$ cat config.mk
export PLATFORM = sky130hd
export DESIGN_NAME = serial_loaded_bank_mapper
export DESIGN_NICKNAME = d
export VERILOG_FILES = /design/src/sv/slbm_pkg.sv /design/src/sv/slbm_loader.sv /design/src/sv/slbm_xlate.sv /design/src/sv/serial_loaded_bank_mapper.sv
export SDC_FILE = /design/constraint.sdc
export NUM_CORES = 1
export LEC_CHECK = 0
export BUFFER_PORTS_ARGS = -buffer_cell sky130_fd_sc_hd__buf_2
export CAP_MARGIN = 0
export CORE_ASPECT_RATIO = 1.5
export CORE_MARGIN = 1.5
export CORE_UTILIZATION = 52
export DETAILED_ROUTE_END_ITERATION = 10
export PLACE_DENSITY = 0.77
export SLEW_MARGIN = 20
export SYNTH_ARGS = -nofsm -noshare
export SYNTH_HDL_FRONTEND = slang
export SYNTH_HIERARCHICAL = 1
export SYNTH_SLANG_ARGS = --single-unit
$ cat constraint.sdc
create_clock -name clk -period 3.2 [get_ports clk]
set_input_delay 0.96 -clock clk [delete_from_list [all_inputs] [get_ports clk]]
set_output_delay 0.96 -clock clk [all_outputs]
set_load 0.02 [all_outputs]
$ cat src/sv/slbm_pkg.sv
// Shared types and constants for the serial loaded bank mapper.
// Holds the mapper state record, the translated access record and code names.
// No dependencies.
`timescale 1ns / 1ps
`default_nettype none

package slbm_pkg;

  // Access kinds on the bus side
  localparam logic [1:0] FUNC_CPU_RD = 2'd0;
  localparam logic [1:0] FUNC_CPU_WR = 2'd1;
  localparam logic [1:0] FUNC_PPU_RD = 2'd2;
  localparam logic [1:0] FUNC_PPU_WR = 2'd3;

  // Internal register picked by address bits 14:13
  localparam logic [1:0] REG_CONTROL = 2'd0;
  localparam logic [1:0] REG_CHR0    = 2'd1;
  localparam logic [1:0] REG_CHR1    = 2'd2;
  localparam logic [1:0] REG_PRG     = 2'd3;

  // PRG layouts
  localparam logic [1:0] PRG_32K_A    = 2'd0;
  localparam logic [1:0] PRG_32K_B    = 2'd1;
  localparam logic [1:0] PRG_FIX_FST  = 2'd2;
  localparam logic [1:0] PRG_FIX_LST  = 2'd3;

  localparam logic [4:0]  SHIFT_EMPTY    = 5'h10;
  localparam logic [4:0]  PRG_BANKS_RST  = 5'd16;
  localparam logic [15:0] RAM_BASE       = 16'h6000;
  localparam logic [15:0] REG_BASE       = 16'h8000;
  localparam logic [15:0] PPU_LIMIT      = 16'h2000;

  typedef enum logic [1:0] {
    TGT_NONE = 2'd0,
    TGT_RAM  = 2'd1,
    TGT_ROM  = 2'd2,
    TGT_CHR  = 2'd3
  } slbm_target_t;

  typedef struct packed {
    logic [4:0]  shift_load;
    logic [31:0] last_write_cycle;
    logic [1:0]  mirror_sel;
    logic [1:0]  prg_mode;
    logic        chr_mode;
    logic [3:0]  prg_bank;
    logic [4:0]  chr_bank_low;
    logic [4:0]  chr_bank_high;
    logic        prg_ram_off;
  } slbm_state_t;

  typedef struct packed {
    slbm_target_t target;
    logic [17:0]  mem_offset;
    logic         mem_write;
    logic [7:0]   mem_data;
  } slbm_result_t;

endpackage

`default_nettype wire

$ cat src/sv/slbm_loader.sv
// Serial load register and mapper control/bank registers.
// Depends on slbm_pkg for the state record and register codes.
`timescale 1ns / 1ps
`default_nettype none

module slbm_loader (
  input  wire                      clk,
  input  wire                      rst,
  input  wire                      step,
  input  wire  [1:0]               func,
  input  wire  [15:0]              address,
  input  wire  [7:0]               write_data,
  input  wire  [31:0]              cpu_cycle,
  output slbm_pkg::slbm_state_t    state,
  output logic [1:0]               mirror_next
);
  import slbm_pkg::*;

  slbm_state_t state_next;
  logic        reg_wr;
  logic        skip;
  logic [4:0]  shifted;

  assign reg_wr  = step && (func == FUNC_CPU_WR) && (address >= REG_BASE);
  assign skip    = (cpu_cycle == (state.last_write_cycle + 32'd1));
  assign shifted = {write_data[0], state.shift_load[4:1]};

  always_comb begin
    state_next = state;
    if (reg_wr && !skip) begin
      state_next.last_write_cycle = cpu_cycle;
      if (write_data[7]) begin
        state_next.shift_load = SHIFT_EMPTY;
        state_next.prg_mode   = PRG_FIX_LST;
      end else if (state.shift_load[0]) begin
        // fifth bit: commit and empty
        state_next.shift_load = SHIFT_EMPTY;
        unique case (address[14:13])
          REG_CONTROL: begin
            state_next.mirror_sel = shifted[1:0];
            state_next.prg_mode   = shifted[3:2];
            state_next.chr_mode   = shifted[4];
          end
          REG_CHR0: state_next.chr_bank_low  = shifted;
          REG_CHR1: state_next.chr_bank_high = shifted;
          REG_PRG: begin
            state_next.prg_bank    = shifted[3:0];
            state_next.prg_ram_off = shifted[4];
          end
          default: state_next.prg_bank = state.prg_bank;
        endcase
      end else begin
        state_next.shift_load = shifted;
      end
    end
  end

  assign mirror_next = state_next.mirror_sel;

  always_ff @(posedge clk) begin
    if (rst) begin
      state <= '{shift_load: SHIFT_EMPTY, default: '0};
    end else begin
      state <= state_next;
    end
  end

  a_marker_kept: assert property (@(posedge clk) disable iff (rst)
    state.shift_load != 5'd0)
    else $error("shift register lost its marker bit");

  a_reset_bit: assert property (@(posedge clk) disable iff (rst)
    reg_wr && !skip && write_data[7] |=>
      state.prg_mode == PRG_FIX_LST && state.shift_load == SHIFT_EMPTY)
    else $error("reset bit did not empty the shift register");

  a_skip_holds: assert property (@(posedge clk) disable iff (rst)
    reg_wr && skip |=> $stable(state))
    else $error("back-to-back write changed mapper state");

endmodule

`default_nettype wire

$ cat src/sv/slbm_xlate.sv
// Address translation from a bus access to a cartridge memory access.
// Depends on slbm_pkg for the state and result records.
`timescale 1ns / 1ps
`default_nettype none

module slbm_xlate (
  input  wire  [1:0]               func,
  input  wire  [15:0]              address,
  input  wire  [7:0]               write_data,
  input  slbm_pkg::slbm_state_t    state,
  input  wire  [4:0]               prg_rom_banks,
  output slbm_pkg::slbm_result_t   result
);
  import slbm_pkg::*;

  logic       wr;
  logic       hi_half;
  logic [4:0] last_bank;
  logic [3:0] prg_sel;
  logic [4:0] chr_sel;
  logic [17:0] rom_off;
  logic [17:0] chr_off;

  assign wr        = func[0];
  assign hi_half   = address[15] & address[14];
  assign last_bank = prg_rom_banks - 5'd1;

  always_comb begin
    unique case (state.prg_mode)
      PRG_32K_A, PRG_32K_B: prg_sel = {state.prg_bank[3:1], hi_half};
      PRG_FIX_FST:          prg_sel = hi_half ? state.prg_bank : 4'd0;
      PRG_FIX_LST:          prg_sel = hi_half ? last_bank[3:0] : state.prg_bank;
      default:              prg_sel = state.prg_bank;
    endcase
  end

  always_comb begin
    if (!state.chr_mode) begin
      chr_sel = {state.chr_bank_low[4:1], address[12]};
    end else begin
      chr_sel = address[12] ? state.chr_bank_high : state.chr_bank_low;
    end
  end

  assign rom_off = {prg_sel, address[13:0]};
  assign chr_off = {1'b0, chr_sel, address[11:0]};

  always_comb begin
    result.target     = TGT_NONE;
    result.mem_offset = '0;
    if (!func[1]) begin
      if (address < RAM_BASE) begin
        result.target = TGT_NONE;
      end else if (address < REG_BASE) begin
        if (!state.prg_ram_off) begin
          result.target     = TGT_RAM;
          result.mem_offset = {5'd0, address[12:0]};
        end
      end else if (!wr) begin
        result.target     = TGT_ROM;
        result.mem_offset = rom_off;
      end
    end else if (address < PPU_LIMIT) begin
      result.target     = TGT_CHR;
      result.mem_offset = chr_off;
    end
    result.mem_write = (result.target != TGT_NONE) && wr;
    result.mem_data  = wr ? write_data : 8'd0;
  end

endmodule

`default_nettype wire

$ cat src/sv/serial_loaded_bank_mapper.sv
// Top level of the serial loaded bank mapper: input register, translation,
// mapper registers and result register. Depends on slbm_pkg, slbm_loader, slbm_xlate.
`timescale 1ns / 1ps
`default_nettype none

// Channel   Signals                                         Direction
// --------  ----------------------------------------------  ---------
// in        in_valid/in_ready, func, address, write_data,   sink
//           cpu_cycle
// out       out_valid/out_ready, target, mem_offset,        source
//           mem_write, mem_data, mirroring
// cfg       cfg_valid/cfg_ready, cfg_data (prg_rom_banks)   sink
//
// One word per cycle sustained while out_ready stays high. A word accepted at one edge
// sits in the input register, is translated and updates the mapper registers as it
// moves to the result register at the next free edge, where out_valid rises.
// Synchronous reset empties both registers and loads the mapper reset state.
// A stall on out holds the result register; the input register keeps taking a
// word until it too is full, so in_ready drops only when both are occupied.
module serial_loaded_bank_mapper (
  input  wire         clk,
  input  wire         rst,
  // input words
  input  wire         in_valid,
  output logic        in_ready,
  input  wire  [1:0]  func,
  input  wire  [15:0] address,
  input  wire  [7:0]  write_data,
  input  wire  [31:0] cpu_cycle,
  // result words
  output logic        out_valid,
  input  wire         out_ready,
  output logic [1:0]  target,
  output logic [17:0] mem_offset,
  output logic        mem_write,
  output logic [7:0]  mem_data,
  output logic [1:0]  mirroring,
  // configuration
  input  wire         cfg_valid,
  output logic        cfg_ready,
  input  wire  [4:0]  cfg_data
);
  import slbm_pkg::*;

  // input register
  logic        in_full;
  logic [1:0]  func_q;
  logic [15:0] address_q;
  logic [7:0]  write_data_q;
  logic [31:0] cpu_cycle_q;

  logic [4:0]   prg_rom_banks;
  logic         move;
  logic         out_free;
  slbm_state_t  state;
  slbm_result_t result;
  logic [1:0]   mirror_next;

  assign out_free  = !out_valid || out_ready;
  assign move      = in_full && out_free;
  assign in_ready  = !in_full || out_free;
  assign cfg_ready = 1'b1;

  // hold the word until the result register has room
  always_ff @(posedge clk) begin
    if (rst) begin
      in_full <= 1'b0;
    end else if (in_valid && in_ready) begin
      in_full <= 1'b1;
    end else if (move) begin
      in_full <= 1'b0;
    end
  end

  always_ff @(posedge clk) begin
    if (in_valid && in_ready) begin
      func_q       <= func;
      address_q    <= address;
      write_data_q <= write_data;
      cpu_cycle_q  <= cpu_cycle;
    end
  end

  always_ff @(posedge clk) begin
    if (rst) begin
      prg_rom_banks <= PRG_BANKS_RST;
    end else if (cfg_valid && cfg_ready) begin
      prg_rom_banks <= cfg_data;
    end
  end

  // mapper registers advance only when a word leaves the input register
  slbm_loader u_loader (
    .clk         (clk),
    .rst         (rst),
    .step        (move),
    .func        (func_q),
    .address     (address_q),
    .write_data  (write_data_q),
    .cpu_cycle   (cpu_cycle_q),
    .state       (state),
    .mirror_next (mirror_next)
  );

  // translation sees the state before this word's own register write
  slbm_xlate u_xlate (
    .func          (func_q),
    .address       (address_q),
    .write_data    (write_data_q),
    .state         (state),
    .prg_rom_banks (prg_rom_banks),
    .result        (result)
  );

  always_ff @(posedge clk) begin
    if (rst) begin
      out_valid <= 1'b0;
    end else if (move) begin
      out_valid <= 1'b1;
    end else if (out_ready) begin
      out_valid <= 1'b0;
    end
  end

  always_ff @(posedge clk) begin
    if (move) begin
      target     <= result.target;
      mem_offset <= result.mem_offset;
      mem_write  <= result.mem_write;
      mem_data   <= result.mem_data;
      mirroring  <= mirror_next;
    end
  end

  a_move_fills: assert property (@(posedge clk) disable iff (rst)
    move |=> out_valid)
    else $error("translated word dropped on its way to the result register");

  a_write_has_target: assert property (@(posedge clk) disable iff (rst)
    out_valid && mem_write |-> target != TGT_NONE)
    else $error("write strobe without a target memory");

  a_none_zero_off: assert property (@(posedge clk) disable iff (rst)
    out_valid && target == TGT_NONE |-> mem_offset == 18'd0 && !mem_write)
    else $error("offset driven for an unmapped access");

  a_chr_range: assert property (@(posedge clk) disable iff (rst)
    out_valid && target == TGT_CHR |-> !mem_offset[17])
    else $error("CHR offset beyond 128 KiB");

endmodule

`default_nettype wire
# After elaboration in Yosys (flattened, before gate mapping)
# Cells that the tools add are included.
# Widths: inputs -> output; s select.
# word_totals
output_inout_bits	34
reg_bits	152
input_bits	68
# classes
n_eq_ne	8
reduce_logical	24
addsub	2
n_bitwise	2
order_cmp	4
mux	28
# ops
cell	count
$mux 20	6
$mux 5	7
$add 32x1->32 const B	1
$eq 32x32->1	1
$mux 19	1
$mux 18	1
$ge 16x16->1 const B	1
$lt 16x14->1 const B	1
$lt 16x15->1 const B	1
$lt 16x16->1 const B	1
$mux 16	1
$reduce_and 4->1	4
$mux 4	3
$pmux 4 s3	1
$reduce_bool 2->1	5
$eq 2x2->1 const B	4
$eq 2x1->1 const B	3
$logic_and 1x1->1	6
$mux 2	3
$mux 1	5
$logic_not 2->1	2
$sub 4x1->4 const B	1
$logic_not 1->1	3
$reduce_and 3->1	1
other kinds (4)	5

# Longest topological paths before layout
# Gate-level depths: netlist (run 1).
# logic_depth
word_depth	9
mapped_depth	12
depth_no_buf	10

# Hierarchy
# Netlist (run 1), hierarchy kept.
# modules_own_cells
mod	instances	cells_each	area_each_um2	seq_area_each_um2
slbm_loader	1	438	3552.2	1141.1
serial_loaded_bank_mapper	1	117	2949.1	2812.7
slbm_xlate	1	74	505.5	0.0

# Least setup slack after synthesis (run 1)
# OpenSTA, ideal clock, no wires.
# synth_path
kind	input port to flip-flop
start	input port out_ready
end	register mirroring[0] (data pin)
t_arrival_ns	3.054
t_required_ns	2.940
setup_slack_ns	-0.114
setup_ns	0.260
stages	6
path_cell_list	nand2b_1 -> and2_1 -> nand4b_1 -> clkbuf_1 -> nor4_2 -> mux2_2
# synth_via
elab_chain_len	6
# synth_lines
element	line_no	text
start, declared	serial_loaded_bank_mapper.sv:32	input wire out_ready,
$logic_or 1x1->1	serial_loaded_bank_mapper.sv:59	assign out_free = !out_valid || out_ready;
$logic_and 1x1->1	serial_loaded_bank_mapper.sv:60	assign move = in_full && out_free;
via move	serial_loaded_bank_mapper.sv:53	logic move;
$logic_and 1x1->1 (2 in series)	slbm_loader.sv:24	assign reg_wr = step && (func == FUNC_CPU_WR) && (address >= REG_BASE);
$logic_and 1x1->1	slbm_loader.sv:30	if (reg_wr && !skip) begin
$mux 20	slbm_loader.sv:30	
via mirror_next[0]	serial_loaded_bank_mapper.sv:57	logic [1:0] mirror_next;
end signal, assigned	serial_loaded_bank_mapper.sv:131	mirroring <= mirror_next;
end, declared	serial_loaded_bank_mapper.sv:37	output logic [1:0] mirroring,
# The timed path passes the listed nets, and every way through them passes these cells.
# A chain may end at the register's enable or synchronous reset.

# Worst setup path in the final report (run 1)
# layout_path
start	register, netlist name u_loader/state[20]
end	register, netlist name u_loader/state[12]
# layout_via
elab_chain_len	5
# layout_lines
element	line_no	text
$add 32x1->32	slbm_loader.sv:25	assign skip = (cpu_cycle == (state.last_write_cycle + 32'd1));
$eq 32x32->1	slbm_loader.sv:25	
$logic_not 1->1	slbm_loader.sv:30	
$logic_and 1x1->1	slbm_loader.sv:30	
$reduce_and 4->1 (no line)	-	
# Every way passes these cells.

==> results of run 1 <==
-- stage by stage --
stage / cell area (µm²) / setup WS, ns / hold WS, ns / power, mW / utilization [%]
4_1_cts: 8430 / 0.00392 / 0.468 / 4.60 / 64.8
2_1_floorplan: 6970 / 0.145 / 0.428 / 2.40 / -
6_report: 8520 / 0.0929 / 0.474 / 4.56 / 65.5
3_3_place_gp: 7790 / 0.0749 / 0.440 / 2.50 / 59.9
5_1_grt: 8520 / -0.0381 / 0.492 / 4.72 / 65.5
3_5_place_dp: 7790 / 0.0235 / 0.451 / 2.52 / 59.9
-- critical path: stages, from the launching register on --
cell and delay (ns):
sky130_fd_sc_hd__dfxtp_1 0.37, sky130_fd_sc_hd__buf_4 0.15, sky130_fd_sc_hd__nand3_1 0.16, sky130_fd_sc_hd__nor3_1 0.39
sky130_fd_sc_hd__and4_1 0.30, sky130_fd_sc_hd__xnor2_1 0.12, sky130_fd_sc_hd__a211oi_1 0.10, sky130_fd_sc_hd__o2111a_1 0.27
sky130_fd_sc_hd__and4b_2 0.26, sky130_fd_sc_hd__buf_4 0.15, sky130_fd_sc_hd__or4_4 0.57, sky130_fd_sc_hd__mux2i_1 0.15
-- timing repair --
item                                    4_1_cts  5_1_grt
pin swaps                                     0        5
endpoints found under the hold margin         0        0
buffers inserted                              0        3
hold buffers                                  0        0
endpoints found under the setup margin        2       56
resized for setup                             2       17
-- area by class of cell --
class,instances,area [µm²],area share (%)
multi-input combinational,426,2900,34.0
inverter,12,45.0,0.529
clock inverter,15,201,2.36
clock buffer,17,425,4.99
tap,159,199,2.33
timing repair buffer,137,813,9.54
sequential,152,3940,46.3
-- sequential cells by signal, summed over array words and instances, names as in the netlist --
register,count
u_loader/state,57
out_valid,1
prg_rom_banks,4
mirroring,2
mem_offset,18
func_q,2
address_q,16
cpu_cycle_q,32
mem_write,1
mem_data,8
write_data_q,8
in_full,1
target,2
-- layer usage --
metal  vias to the layer above  GRT usage, %  share of wire, %
met1                      2598          24.2                38
met5                         -             0                 0
li1                       2549             -                 -
met4                         0          11.3               3.3
met3                        38          5.04               4.9
met2                       202          44.7                54
-- cells in the final DEF (no fill, tap or decap), types with 21 or more instances in the layout --
cell type,count
sky130_fd_sc_hd__a21oi_1,45
sky130_fd_sc_hd__buf_2,99
sky130_fd_sc_hd__buf_4,34
sky130_fd_sc_hd__dfxtp_1,57
sky130_fd_sc_hd__edfxtp_1,89
sky130_fd_sc_hd__mux2i_1,34
sky130_fd_sc_hd__nand2_1,24
sky130_fd_sc_hd__nand2b_1,30
sky130_fd_sc_hd__nand3_1,53
sky130_fd_sc_hd__nor2_1,23
sky130_fd_sc_hd__o21ai_0,29
sky130_fd_sc_hd__xnor2_1,21
-- power groups by stage --
stage                     combinational [mW]  sequential [mW]  clock, mW
after floorplan                        0.142             2.26          0
after global placement                 0.257             2.25          0
after detailed placement               0.267             2.25          0
after CTS                              0.269             2.21       2.12
after global routing                   0.292             2.22       2.21
final                                  0.269             2.21       2.08
-- worst paths after layout --
path	start	end	cells after the start
min	in_full$_SDFFE_PP0P_	out_valid$_SDFFE_PP0P_	2
max	u_loader/state[20]$_SDFFE_PP0N_	u_loader/state[12]$_SDFFE_PP0P_	11
max reg2reg	u_loader/state[20]$_SDFFE_PP0N_	u_loader/state[12]$_SDFFE_PP0P_	11
min reg2reg	in_full$_SDFFE_PP0P_	out_valid$_SDFFE_PP0P_	2
==> impl_metrics.toml, run 1 <==
[critical_path]
crit_end_element = "flip-flop"
timing.critical_path.from_type = "flip-flop"
timing.setup.critical_path_class = "flip-flop to flip-flop"
critical_path_arrival_ns = 3.39
cp.required_ns = 3.49
path_max_fanout = 5
timing.reg2reg.setup_slack_ns = 0.09

[hold_path]
hold_path.class = "flip-flop to flip-flop"

[power_and_ir_drop]
power_switching_mw = 1.09
static-leakage-power_nw = 3.24
power.share.clock_pct = 45.7
power.density_mw_per_mm2 = 535
netSwitchingFraction_pct = 23.9
internal_power_mw = 3.47
power.share.combinational_pct = 5.9
ir_worst_vdd_uv = 386
power.share.sequential_pct = 48.5

[sta]
finalHoldViolCount = 0
slew-limit-headroom_pct = 47.4
post-route-min-period_ns = 3.11
clock-skew-final_ns = 0.00675
finalSetupViolations = 0
finalCritPeriodShare_pct = 97.1
rsz0062_at_grt = "yes"
maximum_operating_frequency_ghz = 0.322
fin_setup_tns_ns = 0
final-max-slew-violation-count = 0
tightestPinTransition_ns = 0.787

[floorplanning]
die_height_um = 145
die_width_um = 97.5
floorplan.io_pins = 102
start_util_pct = 53.6
die_area_mm2 = 0.0141
num_rows = 51
design.core.area_mm2 = 0.0130

[clocking]
cts_tree = "done"
cts.sink_count = 152
cts_root_buf = "sky130_fd_sc_hd__clkbuf_16"
numCtsBuffers = 17
count_of_h_tree_levels_built_during_cts = 4
longest_clk_path_bufs = 2
insertion_delay_ns = 0.41
cts.reportedPaths.clkPinSlew_ns = 0.06

[detailed_routing]
routedWlPerCell_um = 17.5
drt-initial-drc-count = 272
drc_errors = 0
ant_nets = 0
dr.pass1.iters = 6
via_per_inst = 5.87
dr_total_vias = 5387
routed_wirelength_um = 16100

[logic_synthesis]
post_syn_area_per_cell_um2 = 11.1
syn-num-nets = 696
synthesis.area_mm2 = 0.00697
yosys_warnings = 6
syn_inst = 626

[finish]
final_layout_size_suffix_gt1_share_pct = 27.1
layout.cells.non_filler = 918
fill_cells = 1013
layout.nets = 816
antenna-diode-count = 0
syn_to_layout_area_delta_pct = 22.2

[global_route]
grt_pass1_wl_um = 26200
maximum_number_of_pins_on_one_net_before_global_route_repair = 40
grt_antenna_before_repair = 0
first_global_vias = 5474
global_route.overflow_total = 0
grt.total_usage_pct = 23.4

[placed_design]
globalplace.congestion = 0.898
dpl.hpwl_um = 11100
io_buffer_count = 99
post-place-cells = 883

[job]
maxCapViolCount = 0

[outcome]
run_status = "finished clean"
(Power assumes the default switching activity.)
==> run 2: changes to the inputs <==
==> constraint.sdc (replaced) <==
create_clock -name clk -period 3.2 [get_ports clk]
set_input_delay 0.96 -clock clk [delete_from_list [all_inputs] [get_ports clk]]
set_output_delay 0.96 -clock clk [all_outputs]
set_load 0.05 [all_outputs]
==> run 2 against run 1 <==
Clock-buffer cell count is the same. Combinational power grew 17%. Non-clock buffer count shrank 8. Clock power shrank 5%. Critical path depth shrank 2. Die area is the same. Register-to-register slack lost 0.02 ns. Maximum frequency shrank 0.74%. Critical path type unchanged. Largest power group unchanged.
==> impl_metrics.toml, run 2 (synthesized netlist as in run 1, its figures left out) <==
[floorplanning]
num_rows = 51
start_util_pct = 53.6
floorplan.io_pins = 102
design.core.area_mm2 = 0.0130
die_area_mm2 = 0.0141
die_height_um = 145
die_width_um = 97.5

[detailed_routing]
dr.pass1.iters = 5
drc_errors = 0
routedWlPerCell_um = 18.0
via_per_inst = 5.94
drt-initial-drc-count = 337
ant_nets = 0
dr_total_vias = 5408
routed_wirelength_um = 16400

[sta]
tightestPinTransition_ns = 0.959
final-max-slew-violation-count = 0
slew-limit-headroom_pct = 36.1
finalCritPeriodShare_pct = 97.8
clock-skew-final_ns = 0.00754
fin_setup_tns_ns = 0
maximum_operating_frequency_ghz = 0.319
finalSetupViolations = 0
post-route-min-period_ns = 3.13
finalHoldViolCount = 0

[outcome]
run_status = "finished clean"

[critical_path]
timing.setup.critical_path_class = "flip-flop to flip-flop"
timing.critical_path.max_delay_family = "simple AND/OR/NAND/NOR gates"
r2r-start = "u_loader/state[28]$_SDFFE_PP0N_"
path_buf_inv = 0
timing.reg2reg.setup_slack_ns = 0.07
path_max_fanout = 6
max_stage_delay_ns = 0.44
crit_end_element = "flip-flop"
cp.required_ns = 3.37
critical_path_arrival_ns = 3.30
timing.critical_path.from_type = "flip-flop"
worst_r2r_endpoint = "mirroring[0]$_DFFE_PP_"
reg2reg_depth = 9
slowest_stage = "sky130_fd_sc_hd__dfxtp_1"
cp_cell_sequence = "nand3_1 -> nor3_2 -> and4_1 -> xnor2_1 -> a211oi_1 -> o2111a_1 -> and4b_2 -> nor4_4 -> mux2_2"

[hold_path]
worst_hold_endpoint = "u_loader/state[16]$_SDFFE_PP0P_"
hold_start = "u_loader/state[55]$_SDFFE_PP0N_"
hold_path.class = "flip-flop to flip-flop"
hold_depth = 2

[finish]
final_area_mm2 = 0.00846
final_common_cell = "sky130_fd_sc_hd__buf_2"
layout.nets = 808
layout.cells.non_filler = 910
final_cell_mix = "99 x sky130_fd_sc_hd__buf_2, 89 x sky130_fd_sc_hd__edfxtp_1, 58 x sky130_fd_sc_hd__dfxtp_1"
flip_flop_count_of_the_largest_register_after_layout = 57
antenna-diode-count = 0
syn_to_layout_area_delta_pct = 21.3
final_layout_size_suffix_gt1_share_pct = 26.6
largestRegisters = "u_loader/state (57), cpu_cycle_q (32), mem_offset (18)"
largest-register = "u_loader/state"

[global_route]
first_global_vias = 5499
grt_pass1_wl_um = 26200
maximum_number_of_pins_on_one_net_before_global_route_repair = 59
grt.total_usage_pct = 23.5
grt_antenna_before_repair = 0
global_route.overflow_total = 0

[clocking]
longest_clk_path_bufs = 2
numCtsBuffers = 17
cts_tree = "done"
cts_root_buf = "sky130_fd_sc_hd__clkbuf_16"
post_cts_hold_fix_bufs = 0
count_of_h_tree_levels_built_during_cts = 4
cts.reportedPaths.clkPinSlew_ns = 0.07
insertion_delay_ns = 0.42
cts.sink_count = 152

[power_and_ir_drop]
static-leakage-power_nw = 3.20
ir_worst_vdd_uv = 348
power.density_mw_per_mm2 = 531
finalPower_mw = 4.49

[placed_design]
dpl.hpwl_um = 11000
post-place-cells = 876
globalplace.congestion = 0.884
placedInstanceArea_mm2 = 0.00774
io_buffer_count = 99

[job]
maxCapViolCount = 0
[run 2: changes by cell type in the layout (fill, tap and decap cells not counted), moves of 2 or more]
cell	before	now
sky130_fd_sc_hd__buf_4	34	27
sky130_fd_sc_hd__clkinv_8	2	4
sky130_fd_sc_hd__inv_8	5	7
sky130_fd_sc_hd__buf_6	2	0
sky130_fd_sc_hd__clkinv_4	2	4
sky130_fd_sc_hd__bufinv_16	2	0
sky130_fd_sc_hd__inv_6	4	0
[run 2: routing by layer]
metal	share of wire (%)	vias to the layer above	track usage, %
li1	-	2537	-
met1	36	2583	24.5
met2	53	224	43.2
met3	5.3	64	5.09
met4	4.8	0	14.1
met5	0	-	0
[run 2: area by class of cell]
type | count | area, µm²
sequential | 152 | 3940
clock buffer | 17 | 425
clock inverter | 15 | 179
tap | 159 | 199
multi-input combinational | 426 | 2910
timing repair buffer | 129 | 758
inverter | 12 | 45.0
fill | 1015 | 4560
[run 2: worst max path at each step]
stage                                               start                              end  cells past startpoint
after detailed placement  u_loader/state[20]$_SDFFE_PP0N_  u_loader/state[30]$_SDFFE_PP0N_                     12
after global placement    u_loader/state[20]$_SDFFE_PP0N_  u_loader/state[23]$_SDFFE_PP0N_                     12
after floorplan           u_loader/state[23]$_SDFFE_PP0N_           mirroring[0]$_DFFE_PP_                     10
after CTS                 u_loader/state[20]$_SDFFE_PP0N_  u_loader/state[30]$_SDFFE_PP0N_                     12
final                     u_loader/state[28]$_SDFFE_PP0N_           mirroring[0]$_DFFE_PP_                      9
after global routing      u_loader/state[35]$_SDFFE_PP0N_           mirroring[0]$_DFFE_PP_                     10
[run 2: stage by stage]
stage	setup WS [ns]	util [%]	hold slack, ns
global route	-0.0546	65.0	0.496
floorplan	0.195	-	0.428
finish	0.0697	65.0	0.470
global placement	0.0322	59.5	0.439
detailed placement	-0.0818	59.5	0.459
CTS	0.0255	64.3	0.466
[run 2: report_power, final]
| group | switching, mW | leakage (nW) | internal (mW) |
|---|---|---|---|
| sequential | 0.0535 | 1.37 | 2.15 |
| clock | 0.910 | 0.296 | 1.06 |
| combinational | 0.202 | 1.53 | 0.113 |
[run 2: tightest hold or removal path, delay by kind of cell (launching register included)]
| family | cells | cell delay (ns) |
|---|---|---|
| flip-flops | 1 | 0.32 |
| AO/OA/AOI/OAI | 1 | 0.05 |
| buffers and inverters | 1 | 0.05 |
[run 2: what timing repair did]
| item | in CTS | in global routing |
|---|---|---|
| resized for setup | 6 | 17 |
| setup endpoints to repair | 34 | 59 |
| buffers inserted | 0 | 2 |
| pin swaps | 1 | 5 |
